$ cat src/design/ski_pkg.sv
// ----------------------------------------------------------------------------
// ski_pkg: shared definitions for the smootherstep keyframe interpolator
// Default sizes, field counts, curve coefficients, item kinds and the
// sequencer state type.
// ----------------------------------------------------------------------------
`timescale 1ns / 1ps
`default_nettype none

package ski_pkg;

  localparam int VALUE_WIDTH_DEF     = 32;
  localparam int BLEND_FRAC_BITS_DEF = 16;

  localparam int DATE_W   = 32;
  localparam int NUM_VALS = 6;
  localparam int VIDX_W   = $clog2(NUM_VALS);

  // shared multiplier: wide operand is one 32-bit slice
  localparam int MUL_A_W = 32;

  // smootherstep 6t^5 - 15t^4 + 10t^3
  localparam int SS_K5 = 6;
  localparam int SS_K4 = 15;
  localparam int SS_K3 = 10;

  // item kind carried on tuser
  localparam logic MODE_LOAD  = 1'b0;
  localparam logic MODE_QUERY = 1'b1;

  typedef enum logic [3:0] {
    ST_IDLE,
    ST_CLAMP,
    ST_DIV,
    ST_SS_U,
    ST_SS_T2,
    ST_SS_T3,
    ST_SS_S,
    ST_SS_CLAMP,
    ST_V_MAG,
    ST_V_MUL,
    ST_V_ACC,
    ST_V_FIN,
    ST_DONE
  } state_t;

endpackage

`default_nettype wire

$ cat src/design/ski_mul.sv
// ----------------------------------------------------------------------------
// ski_mul: shared unsigned multiplier with registered product
// One product per cycle; the result appears in the cycle after the operands.
// ----------------------------------------------------------------------------
`timescale 1ns / 1ps
`default_nettype none

module ski_mul #(
  parameter int A_W = ski_pkg::MUL_A_W,
  parameter int B_W = ski_pkg::BLEND_FRAC_BITS_DEF + 1
) (
  input  logic                 clk,
  input  logic [A_W-1:0]       op_a,
  input  logic [B_W-1:0]       op_b,
  output logic [A_W+B_W-1:0]   prod
);

  logic [A_W+B_W-1:0] prod_r;

  always_ff @(posedge clk) begin
    prod_r <= (A_W+B_W)'(op_a) * (A_W+B_W)'(op_b);
  end

  assign prod = prod_r;

endmodule

`default_nettype wire

$ cat src/design/smoothstep_keyframe_interpolator.sv
// ----------------------------------------------------------------------------
// smoothstep_keyframe_interpolator: quintic smootherstep keyframe blender
// Sequence: a query clamps t or runs the bit-serial restoring divide for its
//   F = BLEND_FRAC_BITS quotient bits, then the smootherstep product chain,
//   then one multiply-accumulate per 32-bit slice of each value (NCH slices).
// Flow: items are taken only while idle, so a query finishes and hands its
//   result to the output register before the next item; one shared multiplier.
// Reset: synchronous active-low; both keyframes clear to zero, output empty.
// ----------------------------------------------------------------------------
`timescale 1ns / 1ps
`default_nettype none

module smoothstep_keyframe_interpolator #(
  parameter int VALUE_WIDTH     = ski_pkg::VALUE_WIDTH_DEF,
  parameter int BLEND_FRAC_BITS = ski_pkg::BLEND_FRAC_BITS_DEF,
  localparam int TDATA_W =
    ((ski_pkg::DATE_W + ski_pkg::NUM_VALS * VALUE_WIDTH + 7) / 8) * 8
) (
  input  logic               clk,
  input  logic               rst_n,
  // input channel
  input  logic               in_tvalid,
  output logic               in_tready,
  // frame_date, pos_x, pos_y, pos_z, link_len_a, link_len_b, hand_turn
  input  logic [TDATA_W-1:0] in_tdata,
  // mode
  input  logic               in_tuser,
  // result channel
  output logic               out_tvalid,
  input  logic               out_tready,
  // out_date, out_x, out_y, out_z, out_len_a, out_len_b, out_hand
  output logic [TDATA_W-1:0] out_tdata
);

  localparam int VW     = VALUE_WIDTH;
  localparam int F      = BLEND_FRAC_BITS;
  localparam int DW     = ski_pkg::DATE_W;
  localparam int NV     = ski_pkg::NUM_VALS;
  localparam int IW     = ski_pkg::VIDX_W;
  localparam int AW     = ski_pkg::MUL_A_W;
  localparam int DIFF_W = DW + 1;            // exact date differences
  localparam int T_W    = F + 1;             // blend factor, 0..ONE
  localparam int Q_W    = F + 4;             // up to 15*ONE
  localparam int P_W    = AW + T_W;          // multiplier product
  localparam int NCH    = (VW + AW - 1) / AW; // 32-bit slices per value
  localparam int KW     = (NCH > 1) ? $clog2(NCH) : 1;
  localparam int ACC_W  = NCH * AW + F + 1;
  localparam int CNT_W  = $clog2(F);

  localparam logic [T_W-1:0] ONE_T = T_W'(1) << F;
  localparam logic [Q_W-1:0] ONE_Q = Q_W'(1) << F;
  localparam logic [Q_W-1:0] K4_Q  = Q_W'(ski_pkg::SS_K4) << F;
  localparam logic [Q_W-1:0] K3_Q  = Q_W'(ski_pkg::SS_K3) << F;

  // --------------------------------------------------------------------------
  // State
  // --------------------------------------------------------------------------
  ski_pkg::state_t state_r, state_nxt;

  // keyframes (reset to zero)
  logic [DW-1:0] start_date_r, end_date_r;
  logic [VW-1:0] start_vals_r [NV];
  logic [VW-1:0] end_vals_r   [NV];

  // query working registers
  logic [DW-1:0]     date_q_r;
  logic [DIFF_W-1:0] n_r, d_r, rem_r;
  logic [CNT_W-1:0]  cnt_r;
  logic [T_W-1:0]    t_r, s_r;
  logic [Q_W-1:0]    q_r;
  logic [VW-1:0]     mag_r;
  logic              up_r;
  logic [ACC_W-1:0]  acc_r;
  logic [KW-1:0]     k_r;
  logic [IW-1:0]     i_r;
  logic [VW-1:0]     res_r [NV];

  // output register
  logic              out_tvalid_r;
  logic [DW-1:0]     out_date_r;
  logic [VW-1:0]     out_vals_r [NV];

  // --------------------------------------------------------------------------
  // Input unpacking and transfer detection
  // --------------------------------------------------------------------------
  logic          in_xfer, load_xfer, query_xfer;
  logic [DW-1:0] in_date;
  logic [VW-1:0] in_vals [NV];

  assign in_tready  = (state_r == ski_pkg::ST_IDLE);
  assign in_xfer    = in_tvalid & in_tready;
  assign load_xfer  = in_xfer & (in_tuser == ski_pkg::MODE_LOAD);
  assign query_xfer = in_xfer & (in_tuser == ski_pkg::MODE_QUERY);
  assign in_date    = in_tdata[DW-1:0];

  always_comb begin
    for (int j = 0; j < NV; j++) begin
      in_vals[j] = in_tdata[DW + j*VW +: VW];
    end
  end

  // --------------------------------------------------------------------------
  // Blend factor: exact differences, clamp decision, restoring divider step
  // --------------------------------------------------------------------------
  logic [DIFF_W-1:0] n_calc, d_calc;
  logic              d_nonpos, n_nonpos, n_ge_d;
  logic [DIFF_W:0]   rem2, rem_sub;
  logic              div_ge;

  assign n_calc = {in_date[DW-1], in_date} - {start_date_r[DW-1], start_date_r};
  assign d_calc = {end_date_r[DW-1], end_date_r} - {start_date_r[DW-1], start_date_r};

  assign d_nonpos = d_r[DIFF_W-1] | (d_r == '0);
  assign n_nonpos = n_r[DIFF_W-1] | (n_r == '0);
  assign n_ge_d   = $signed(n_r) >= $signed(d_r);

  // remainder stays below d, so doubling needs one extra bit
  assign rem2    = {rem_r, 1'b0};
  assign div_ge  = rem2 >= {1'b0, d_r};
  assign rem_sub = rem2 - {1'b0, d_r};

  // --------------------------------------------------------------------------
  // Shared multiplier and its operand selection
  // --------------------------------------------------------------------------
  logic [AW-1:0]       mul_a;
  logic [T_W-1:0]      mul_b;
  logic [P_W-1:0]      mul_prod;
  logic [Q_W-1:0]      six_t;
  logic [Q_W-1:0]      prod_hi_q;   // product / ONE, curve widths
  logic [T_W-1:0]      prod_hi_t;
  logic [T_W-1:0]      s_clamped;
  logic [NCH*AW-1:0]   mag_ext;

  assign six_t     = Q_W'(t_r) * Q_W'(ski_pkg::SS_K5);
  assign prod_hi_q = mul_prod[F +: Q_W];
  assign prod_hi_t = mul_prod[F +: T_W];
  assign s_clamped = (prod_hi_q > ONE_Q) ? ONE_T : prod_hi_q[T_W-1:0];
  assign mag_ext   = (NCH*AW)'(mag_r);

  always_comb begin
    mul_a = '0;
    mul_b = '0;
    case (state_r)
      ski_pkg::ST_SS_U: begin       // t * (15 - 6t)
        mul_a = AW'(K4_Q - six_t);
        mul_b = t_r;
      end
      ski_pkg::ST_SS_T2: begin      // t * t
        mul_a = AW'(t_r);
        mul_b = t_r;
      end
      ski_pkg::ST_SS_T3: begin      // t2 * t
        mul_a = AW'(prod_hi_t);
        mul_b = t_r;
      end
      ski_pkg::ST_SS_S: begin       // t3 * q
        mul_a = AW'(q_r);
        mul_b = prod_hi_t;
      end
      ski_pkg::ST_V_MUL: begin      // one slice of |b - a| times s
        mul_a = mag_ext[k_r*AW +: AW];
        mul_b = s_r;
      end
      default: ;
    endcase
  end

  ski_mul #(
    .A_W (AW),
    .B_W (T_W)
  ) u_mul (
    .clk  (clk),
    .op_a (mul_a),
    .op_b (mul_b),
    .prod (mul_prod)
  );

  // --------------------------------------------------------------------------
  // Per-value blend: direction, magnitude and final floor-rounded result
  // --------------------------------------------------------------------------
  logic [VW-1:0] val_a, val_b, mag_w, q_val, res_w;
  logic          up_w, rem_bit;

  assign val_a   = start_vals_r[i_r];
  assign val_b   = end_vals_r[i_r];
  assign up_w    = $signed(val_b) >= $signed(val_a);
  assign mag_w   = up_w ? (val_b - val_a) : (val_a - val_b);
  assign q_val   = acc_r[F +: VW];
  assign rem_bit = |acc_r[F-1:0];
  // falling blends round the magnitude up so the result floors
  assign res_w   = up_r ? (val_a + q_val) : (val_a - q_val - VW'(rem_bit));

  // --------------------------------------------------------------------------
  // Sequencer
  // --------------------------------------------------------------------------
  logic done_go;

  assign done_go = (state_r == ski_pkg::ST_DONE) & (~out_tvalid_r | out_tready);

  always_ff @(posedge clk) begin
    if (!rst_n) begin
      state_r <= ski_pkg::ST_IDLE;
    end else begin
      state_r <= state_nxt;
    end
  end

  always_comb begin
    state_nxt = state_r;
    case (state_r)
      ski_pkg::ST_IDLE: begin
        if (query_xfer) state_nxt = ski_pkg::ST_CLAMP;
      end
      ski_pkg::ST_CLAMP: begin
        if (d_nonpos || n_nonpos || n_ge_d) state_nxt = ski_pkg::ST_SS_U;
        else                                state_nxt = ski_pkg::ST_DIV;
      end
      ski_pkg::ST_DIV: begin
        if (cnt_r == CNT_W'(F - 1)) state_nxt = ski_pkg::ST_SS_U;
      end
      ski_pkg::ST_SS_U:     state_nxt = ski_pkg::ST_SS_T2;
      ski_pkg::ST_SS_T2:    state_nxt = ski_pkg::ST_SS_T3;
      ski_pkg::ST_SS_T3:    state_nxt = ski_pkg::ST_SS_S;
      ski_pkg::ST_SS_S:     state_nxt = ski_pkg::ST_SS_CLAMP;
      ski_pkg::ST_SS_CLAMP: state_nxt = ski_pkg::ST_V_MAG;
      ski_pkg::ST_V_MAG:    state_nxt = ski_pkg::ST_V_MUL;
      ski_pkg::ST_V_MUL:    state_nxt = ski_pkg::ST_V_ACC;
      ski_pkg::ST_V_ACC: begin
        if (k_r == KW'(NCH - 1)) state_nxt = ski_pkg::ST_V_FIN;
        else                     state_nxt = ski_pkg::ST_V_MUL;
      end
      ski_pkg::ST_V_FIN: begin
        if (i_r == IW'(NV - 1)) state_nxt = ski_pkg::ST_DONE;
        else                    state_nxt = ski_pkg::ST_V_MAG;
      end
      ski_pkg::ST_DONE: begin
        if (done_go) state_nxt = ski_pkg::ST_IDLE;
      end
      default: state_nxt = ski_pkg::ST_IDLE;
    endcase
  end

  // --------------------------------------------------------------------------
  // Keyframe store and output valid (reset state)
  // --------------------------------------------------------------------------
  always_ff @(posedge clk) begin
    if (!rst_n) begin
      start_date_r <= '0;
      end_date_r   <= '0;
      for (int j = 0; j < NV; j++) begin
        start_vals_r[j] <= '0;
        end_vals_r[j]   <= '0;
      end
      out_tvalid_r <= 1'b0;
    end else begin
      // load: end frame slides into start, new frame becomes end
      if (load_xfer) begin
        start_date_r <= end_date_r;
        end_date_r   <= in_date;
        for (int j = 0; j < NV; j++) begin
          start_vals_r[j] <= end_vals_r[j];
          end_vals_r[j]   <= in_vals[j];
        end
      end
      if (done_go) begin
        out_tvalid_r <= 1'b1;
      end else if (out_tready) begin
        out_tvalid_r <= 1'b0;
      end
    end
  end

  // --------------------------------------------------------------------------
  // Working datapath registers
  // --------------------------------------------------------------------------
  always_ff @(posedge clk) begin
    case (state_r)
      ski_pkg::ST_IDLE: begin
        if (in_xfer) begin
          date_q_r <= in_date;
          n_r      <= n_calc;
          d_r      <= d_calc;
        end
      end
      ski_pkg::ST_CLAMP: begin
        rem_r <= n_r;
        cnt_r <= '0;
        // quotient bits shift in from zero when the divide runs
        t_r   <= (d_nonpos || n_ge_d) ? ONE_T : '0;
      end
      ski_pkg::ST_DIV: begin
        t_r   <= {t_r[T_W-2:0], div_ge};
        rem_r <= div_ge ? rem_sub[DIFF_W-1:0] : rem2[DIFF_W-1:0];
        cnt_r <= cnt_r + CNT_W'(1);
      end
      ski_pkg::ST_SS_T2: begin
        q_r <= K3_Q - prod_hi_q;
      end
      ski_pkg::ST_SS_CLAMP: begin
        s_r <= s_clamped;
        i_r <= '0;
      end
      ski_pkg::ST_V_MAG: begin
        mag_r <= mag_w;
        up_r  <= up_w;
        acc_r <= '0;
        k_r   <= '0;
      end
      ski_pkg::ST_V_ACC: begin
        acc_r <= acc_r + (ACC_W'(mul_prod) << (k_r * AW));
        k_r   <= k_r + KW'(1);
      end
      ski_pkg::ST_V_FIN: begin
        res_r[i_r] <= res_w;
        i_r        <= i_r + IW'(1);
      end
      ski_pkg::ST_DONE: begin
        if (done_go) begin
          out_date_r <= date_q_r;
          for (int j = 0; j < NV; j++) begin
            out_vals_r[j] <= res_r[j];
          end
        end
      end
      default: ;
    endcase
  end

  // --------------------------------------------------------------------------
  // Output packing
  // --------------------------------------------------------------------------
  assign out_tvalid = out_tvalid_r;

  always_comb begin
    out_tdata         = '0;
    out_tdata[DW-1:0] = out_date_r;
    for (int j = 0; j < NV; j++) begin
      out_tdata[DW + j*VW +: VW] = out_vals_r[j];
    end
  end

  // --------------------------------------------------------------------------
  // Assertions
  // --------------------------------------------------------------------------
`ifndef ASSERT_OFF
  // shaped factor never exceeds one while the blends run
  a_s_le_one: assert property (@(posedge clk) disable iff (!rst_n)
    (state_r == ski_pkg::ST_V_MUL) |-> (s_r <= ONE_T))
    else $error("shaped blend factor above one");

  // divider remainder stays below the interval
  a_rem_lt_d: assert property (@(posedge clk) disable iff (!rst_n)
    (state_r == ski_pkg::ST_DIV) |-> (rem_r < d_r))
    else $error("divider remainder not below interval");

  // a result only appears after the sequencer has finished a query
  a_valid_from_done: assert property (@(posedge clk) disable iff (!rst_n)
    $rose(out_tvalid_r) |-> $past(state_r == ski_pkg::ST_DONE))
    else $error("result raised outside completion");

  // a query transfer always starts the sequencer
  a_query_starts: assert property (@(posedge clk) disable iff (!rst_n)
    query_xfer |=> (state_r == ski_pkg::ST_CLAMP))
    else $error("query transfer did not start sequencer");

  // a load never disturbs the sequencer
  a_load_stays_idle: assert property (@(posedge clk) disable iff (!rst_n)
    load_xfer |=> (state_r == ski_pkg::ST_IDLE))
    else $error("load transfer left idle");
`endif

endmodule

`default_nettype wire

$ cat config.mk
export PLATFORM = sky130hd
export DESIGN_NAME = smoothstep_keyframe_interpolator
export DESIGN_NICKNAME = d
export VERILOG_FILES = /design/src/design/ski_pkg.sv /design/src/design/ski_mul.sv /design/src/design/smoothstep_keyframe_interpolator.sv
export SDC_FILE = /design/constraint.sdc
export NUM_CORES = 2
export LEC_CHECK = 0
export ABC_AREA = 1
export CAP_MARGIN = 20
export CELL_PAD_IN_SITES_DETAIL_PLACEMENT = 0
export CELL_PAD_IN_SITES_GLOBAL_PLACEMENT = 1
export CORE_MARGIN = 2
export CORE_UTILIZATION = 46
export CTS_CLUSTER_DIAMETER = 60
export DETAILED_ROUTE_END_ITERATION = 6
export DONT_BUFFER_PORTS = 1
export HOLD_SLACK_MARGIN = 0.1
export PLACE_DENSITY = 0.81
export SLEW_MARGIN = 20
export SYNTH_ARGS = -nofsm -noshare
export SYNTH_HDL_FRONTEND = slang
export SYNTH_SLANG_ARGS = --single-unit
$ cat constraint.sdc
create_clock -name clk -period 21.4 [get_ports clk]
set_input_delay 2.14 -clock clk [delete_from_list [all_inputs] [get_ports clk]]
set_output_delay 2.14 -clock clk [all_outputs]
set_load 0.05 [all_outputs]
Word-level counts from Yosys, hierarchy flattened
Memories as Yosys holds them, arrays and structs flattened. A register that Yosys moved wholly into a read port is not among the register bits.
Index checks and enable logic that the tools add are counted.
{"block": "totals", "register_bits": 425, "mem_count": 4, "output_inout_bits": 226, "input_bits": 229, "ram_bits": 768}
{"block": "classes", "n_reduce_logical": 15, "n_shift": 2, "n_mul": 2, "muxes": 44, "addsub": 14, "bitwise_logic": 21, "n_eq_ne": 17, "magnitude_cmp": 4}
{"memory": "end_vals_r", "depth": 6, "word_bits": 32, "read_ports": 7, "rd_ports_with_merged_regs": 1, "write_ports": 6, "line_no": "smoothstep_keyframe_interpolator.sv:63", "source": "logic [VW-1:0] end_vals_r [NV];"}
{"memory": "out_vals_r", "depth": 6, "word_bits": 32, "read_ports": 6, "rd_ports_with_merged_regs": 0, "write_ports": 6, "line_no": "smoothstep_keyframe_interpolator.sv:81", "source": "logic [VW-1:0] out_vals_r [NV];"}
{"memory": "res_r", "depth": 6, "word_bits": 32, "read_ports": 6, "rd_ports_with_merged_regs": 0, "write_ports": 1, "line_no": "smoothstep_keyframe_interpolator.sv:76", "source": "logic [VW-1:0] res_r [NV];"}
{"memory": "start_vals_r", "depth": 6, "word_bits": 32, "read_ports": 1, "rd_ports_with_merged_regs": 1, "write_ports": 6, "line_no": "smoothstep_keyframe_interpolator.sv:62", "source": "logic [VW-1:0] start_vals_r [NV];"}
{"cell": "32-bit 2-to-1 mux", "count": 14}
{"cell": "32-bit case mux with 5 select lines", "count": 1}
{"cell": "49-bit case mux with 2 select lines", "count": 1}
{"cell": "32-bit subtractor", "count": 3}
{"cell": "33-bit logical NOT", "count": 2}
{"cell": "33-bit case mux with 2 select lines", "count": 1}
{"cell": "32-bit by 32-bit subtractor with 33-bit output", "count": 2}
{"cell": "4-bit case mux with 13 select lines", "count": 1}
{"cell": "17-bit case mux with 3 select lines", "count": 1}
{"cell": "49-bit adder", "count": 1}
{"cell": "32-bit by 17-bit multiplier with 49-bit output", "count": 1}
{"cell": "49-bit by 6-bit left shift with 49-bit output", "count": 1}
{"cell": "34-bit by 33-bit greater-or-equal comparator with 1-bit output", "count": 1}
{"cell": "17-bit case mux with 2 select lines", "count": 1}
{"cell": "33-bit greater-or-equal comparator", "count": 1}
{"cell": "33-bit 2-to-1 mux", "count": 1}
{"cell": "33-bit subtractor", "count": 1}
{"cell": "32-bit adder", "count": 1}
{"cell": "32-bit greater-or-equal comparator", "count": 1}
{"cell": "32-bit by 7-bit indexed part select with 32-bit output", "count": 1}
{"cell": "32-bit by 1-bit subtractor with 32-bit output", "count": 1}
{"cell": "4-bit equality test, second input constant", "count": 6}
{"cell": "20-bit by 20-bit subtractor with 21-bit output, first input constant", "count": 1}
{"cell": "20-bit by 17-bit greater-than comparator with 1-bit output, second input constant", "count": 1}
{"cell": "other kinds (29)", "count": 73}

Depth between registers and ports, before layout
{"block": "logic_depth", "depth_word": 7, "depth_mapped": 44}

Hierarchy
Synthesis repeated with hierarchy kept, for this count alone.
{"block": "unflattened", "cells_unflattened": 9771, "area_unflattened_um2": 83588.9}
{"module": "smoothstep_keyframe_interpolator", "seq_area_each_um2": 33692.3, "cells_per_inst": 7031, "area_per_inst_um2": 63748.6, "n_inst": 1}
{"module": "ski_mul", "seq_area_each_um2": 980.9, "cells_per_inst": 2740, "area_per_inst_um2": 19840.3, "n_inst": 1}

Worst setup path after synthesis
No wires, ideal clock.
{"block": "synth_timing", "path_type": "input-to-reg", "startpoint": "in in_tvalid", "endpoint": "mem end_vals_r[0][0] in the netlist's numbering (enable)", "n_path_buf": 1, "arrival_ps": 20337, "slack_ps": 164, "cell_stages": 5, "cell_sequence": "inv_1 nor3_1 nand2_1 nand2_1 clkbuf_1"}
{"item": "start: declaration", "line_no": "smoothstep_keyframe_interpolator.sv:22", "source": "input logic in_tvalid,"}
{"item": "end: declaration", "line_no": "smoothstep_keyframe_interpolator.sv:63"}

Worst setup path in the final report
{"block": "layout_timing", "startpoint": "reg t_r[1]", "endpoint": "reg u_mul.prod_r[31], in the netlist u_mul.prod[31]"}
{"block": "layout_via", "elab_chain_len": 4, "elab_cells_between_ends": 5}
{"item": "start: declaration", "line_no": "smoothstep_keyframe_interpolator.sv:69", "source": "logic [T_W-1:0] t_r, s_r;"}
{"item": "start signal: assignment", "line_no": "smoothstep_keyframe_interpolator.sv:289", "source": "t_r <= (d_nonpos || n_ge_d) ? ONE_T : '0;"}
{"item": "start signal: assignment", "line_no": "smoothstep_keyframe_interpolator.sv:292", "source": "t_r <= {t_r[T_W-2:0], div_ge};"}
{"item": "17-bit by 2-bit multiplier with 19-bit output", "line_no": "smoothstep_keyframe_interpolator.sv:134", "source": "assign six_t = Q_W'(t_r) * Q_W'(ski_pkg::SS_K5);"}
{"item": "20-bit by 20-bit subtractor with 21-bit output", "line_no": "smoothstep_keyframe_interpolator.sv:145", "source": "mul_a = AW'(K4_Q - six_t);"}
{"item": "32-bit case mux with 5 select lines", "line_no": "smoothstep_keyframe_interpolator.sv:143", "source": "case (state_r)"}
{"item": "32-bit by 17-bit multiplier with 49-bit output *", "line_no": "ski_mul.sv:21", "source": "prod_r <= (A_W+B_W)'(op_a) * (A_W+B_W)'(op_b);"}
{"item": "end signal: assignment", "line_no": "ski_mul.sv:21"}
{"item": "end: declaration", "line_no": "ski_mul.sv:18", "source": "logic [A_W+B_W-1:0] prod_r;"}
Every way passes the cells marked *; elsewhere a longest branch is shown, timed or not.
A chain may end at the register's enable or synchronous reset.

==> flow_metrics.tcl <==
set metrics [dict create \
    leakagePower_nw 38.29 \
    synthTopCellsByArea "edfxtp_1 (40%), fa_1 (11%), inv_1 (7.8%)" \
    syn2layout_area_growth_pct 9.194 \
    grt_pass1_vias 61640 \
    io-pin-count 455 \
    fin_tns_setup_ns 0 \
    cp-startpoint "t_r[1]" \
    rr_worst_depth 33 \
    slew_viol_final 0 \
    cts_hold_buf 0 \
    row_count 154 \
    cts_sinks 1194 \
    drive_above_1_share_pct 5.256 \
    fill_cells 16410 \
    grt_pass1_wl_um 382300 \
    vias 62290 \
    power_density_nw_per_um2 94.51 \
    syn_inst 9066 \
    dr.pass1.iters 7 \
    ys_types 68 \
    drv.max_cap_violation_count 0 \
    synth_top_cell_area_share_pct 39.65 \
    root_buffer "clkbuf_16" \
    cts_buffer_depth 3 \
    r2r-end "u_mul.prod[31]" \
    violations "DRC" \
    end_kind "flop" \
    htreeDepth 4 \
    post_cts_buffers 0 \
    ys_seq_area_share_pct 42.60 \
    slowest_stage "nand2_1" \
    gp_congestion 0.9669 \
    finalInstanceArea_um2 88820 \
    hold_viol 0 \
    port_buffers 0 \
    start_util_pct 46.23 \
    r2r-start "t_r[1]" \
    synth_warnings 0 \
    highest_layer "met5" \
    min_period_over_period_pct 41.64 \
    ir_drop_mv 0.08551 \
    synth_flop_cell "edfxtp_1" \
    numCtsBuffers 143 \
    hold_class "reg2reg" \
    worstPathMaxFanout 12 \
    die_x_um 424.5 \
    ys_seq_elements 1194 \
    rrSetupSlack_ns 12.49 \
    critPathMaxStageDelay_ns 0.57 \
    antenna_found_initial 6 \
    rsz0062_at_grt "false" \
    worst_clock_skew_ns 0.05706 \
    status "finished, violations left" \
    ant_nets 0 \
    syn_area_um2 81340 \
    setup_viol 0 \
    fin_crit_ns 8.910 \
    placed_cell_area_um2 83830 \
    multi_input_area_um2 39010 \
    drc 6 \
    synth_nets 10220 \
    max_clock_freq_ghz 0.1122 \
    wl_met2_um 116500 \
    clkTransAtPathRegs_ns 0.06 \
    max_slew_margin_pct 22.09 \
    dr_wl_met3_um 18910 \
    cp-endpoint "u_mul.prod[31]" \
    post-dp-hpwl_um 202300 \
    ys_async_sr_fraction_pct 0 \
    wl_per_cell_um 22.39 \
    die_h_um 424.5 \
    grt-ovfl-total 0 \
    yosysMostFrequentCell "inv_1" \
    track_usage_pct 28.27 \
    drt-total-wl_um 257300 \
    dieArea_um2 180200 \
    syn_avg_cell_area_um2 8.972 \
    critPathKind "reg2reg" \
    worstSkewPairLatency_ns 0.82 \
    detail_route.vias_per_cell 5.420 \
    grt_max_degree 120 \
    worstMarginPinSlew_ns 1.156 \
    synth_area_leader_cell "edfxtp_1" \
    nNetsFinal 10190 \
    arrival_ns 9.56 \
    synth_common_cells "inv_1 (1700), nand2_1 (1587), edfxtp_1 (1074), nor2_1 (979), a21oi_1 (745)" \
    synth_edf_count 1074 \
    met1Wirelength_um 109700 \
    crit_required_ns 22.05 \
    detail_route.iter0.violations 5369 \
    final-seq-area_um2 34660 \
    cts_resized 0 \
    core-area_um2 175900 \
    startpoint_type "flop" \
    tritoncts "done" \
]
[worst min path at each step]
stage,slack [ns],startpoint,cells after the start,endpoint
global placement,0.40,date_q_r[2],0,out_date_r[2]
global route,0.41,res_r[5][6],0,out_vals_r[5][6]
finish,0.40,res_r[0][2],0,out_vals_r[0][2]
floorplan,0.40,date_q_r[0],0,out_date_r[0]
detailed placement,0.40,date_q_r[1],0,out_date_r[1]
CTS,0.40,res_r[0][2],0,out_vals_r[0][2]
[cell type report]
class | count | area share (%)
Inverter | 1737 | 7.347
Timing Repair Buffer | 97 | 0.8424
Clock inverter | 94 | 1.300
Clock buffer | 169 | 4.269
Multi-Input combinational cell | 5860 | 43.92
Sequential cell | 1194 | 39.02
Tap cell | 2340 | 3.297
Antenna cell | 1 | 0.002818
[flip-flops by register name (all words and copies together), names as in the netlist, 17 cells and up, named ones only]
register      count
date_q_r         32
out_date_r       32
end_date_r       32
start_date_r     32
s_r              17
acc_r            48
n_r              33
start_vals_r    192
out_vals_r      192
mag_ext          32
end_vals_r      192
res_r           192
d_r              33
q_r              20
rem_r            33
u_mul.prod       48
t_r              17
[power by group]
group / internal (mW) / switching, mW / total (mW)
Clock: 1.49 / 1.03 / 2.52
Combinational: 0.847 / 1.99 / 2.83
Sequential: 2.91 / 0.129 / 3.04
Total: 5.25 / 3.15 / 8.39
[critical path, delay by kind of cell (launching register included)]
family                   cells  cell delay, ns
XOR/XNOR                     1            0.32
AND/OR/NAND/NOR             14            2.55
flip-flops                   1            0.46
AO/OA/AOI/OAI                2            0.58
adder cells (fa/ha/maj)      9            4.08
buffers and inverters        7            0.75
[cells by family (layout without fill, tap and decap cells)]
kind of cell,count (synthesis),in the layout,synth area share (%)
flip-flops,1194,1194,42.60
adder cells (fa/ha/maj),929,929,18.52
buffers and inverters,2012,2097,9.604
other,0,1,0
AO/OA/AOI/OAI,1639,1639,11.31
XOR/XNOR,228,228,2.455
AND/OR/NAND/NOR,3064,3064,15.51
[per-layer routing]
layer	vias up	GRT usage, %
met5	-	0
li1	29390	-
met3	484	5.122
met2	2353	44.66
met4	4	12.12
met1	30060	38.24
[stage by stage]
stage	cells	hold slack [ns]	total power, mW	worst slack, ns	util [%]
6_report	11490	0.3973	8.394	12.49	50.49
5_1_grt	11490	0.4116	8.865	11.94	50.48
4_1_cts	11490	0.3984	8.406	12.62	50.46
3_5_place_dp	11230	0.4045	5.869	12.72	47.65
3_3_place_gp	11230	0.4004	5.849	12.62	47.65
2_1_floorplan	9066	0.4003	5.068	0.1638	-
[cell usage in the layout (no fill, tap or decap), types with 11 or more instances in the layout]
cell type	n
nor3_1	60
dfxtp_1	117
clkinv_1	26
nor2_1	969
ha_1	471
edfxtp_1	1074
inv_1	1698
nor4_1	38
o22ai_1	81
bufinv_16	16
buf_4	95
o21ai_0	516
nand4_1	48
clkbuf_1	19
nand2_2	43
o211ai_1	22
nand3_1	205
nand3b_1	46
nand2_1	1586
nor2_4	12
o21ai_1	18
a32o_1	30
xnor2_1	59
o21a_1	18
a31oi_1	31
a21boi_0	11
clkbuf_16	147
fa_1	458
clkinv_2	17
a21o_1	41
a21oi_1	740
inv_2	30
nor2_2	15
inv_6	17
a221oi_1	21
xor2_1	169
o21bai_1	51
No activity file was read; power rests on OpenSTA's default activity.
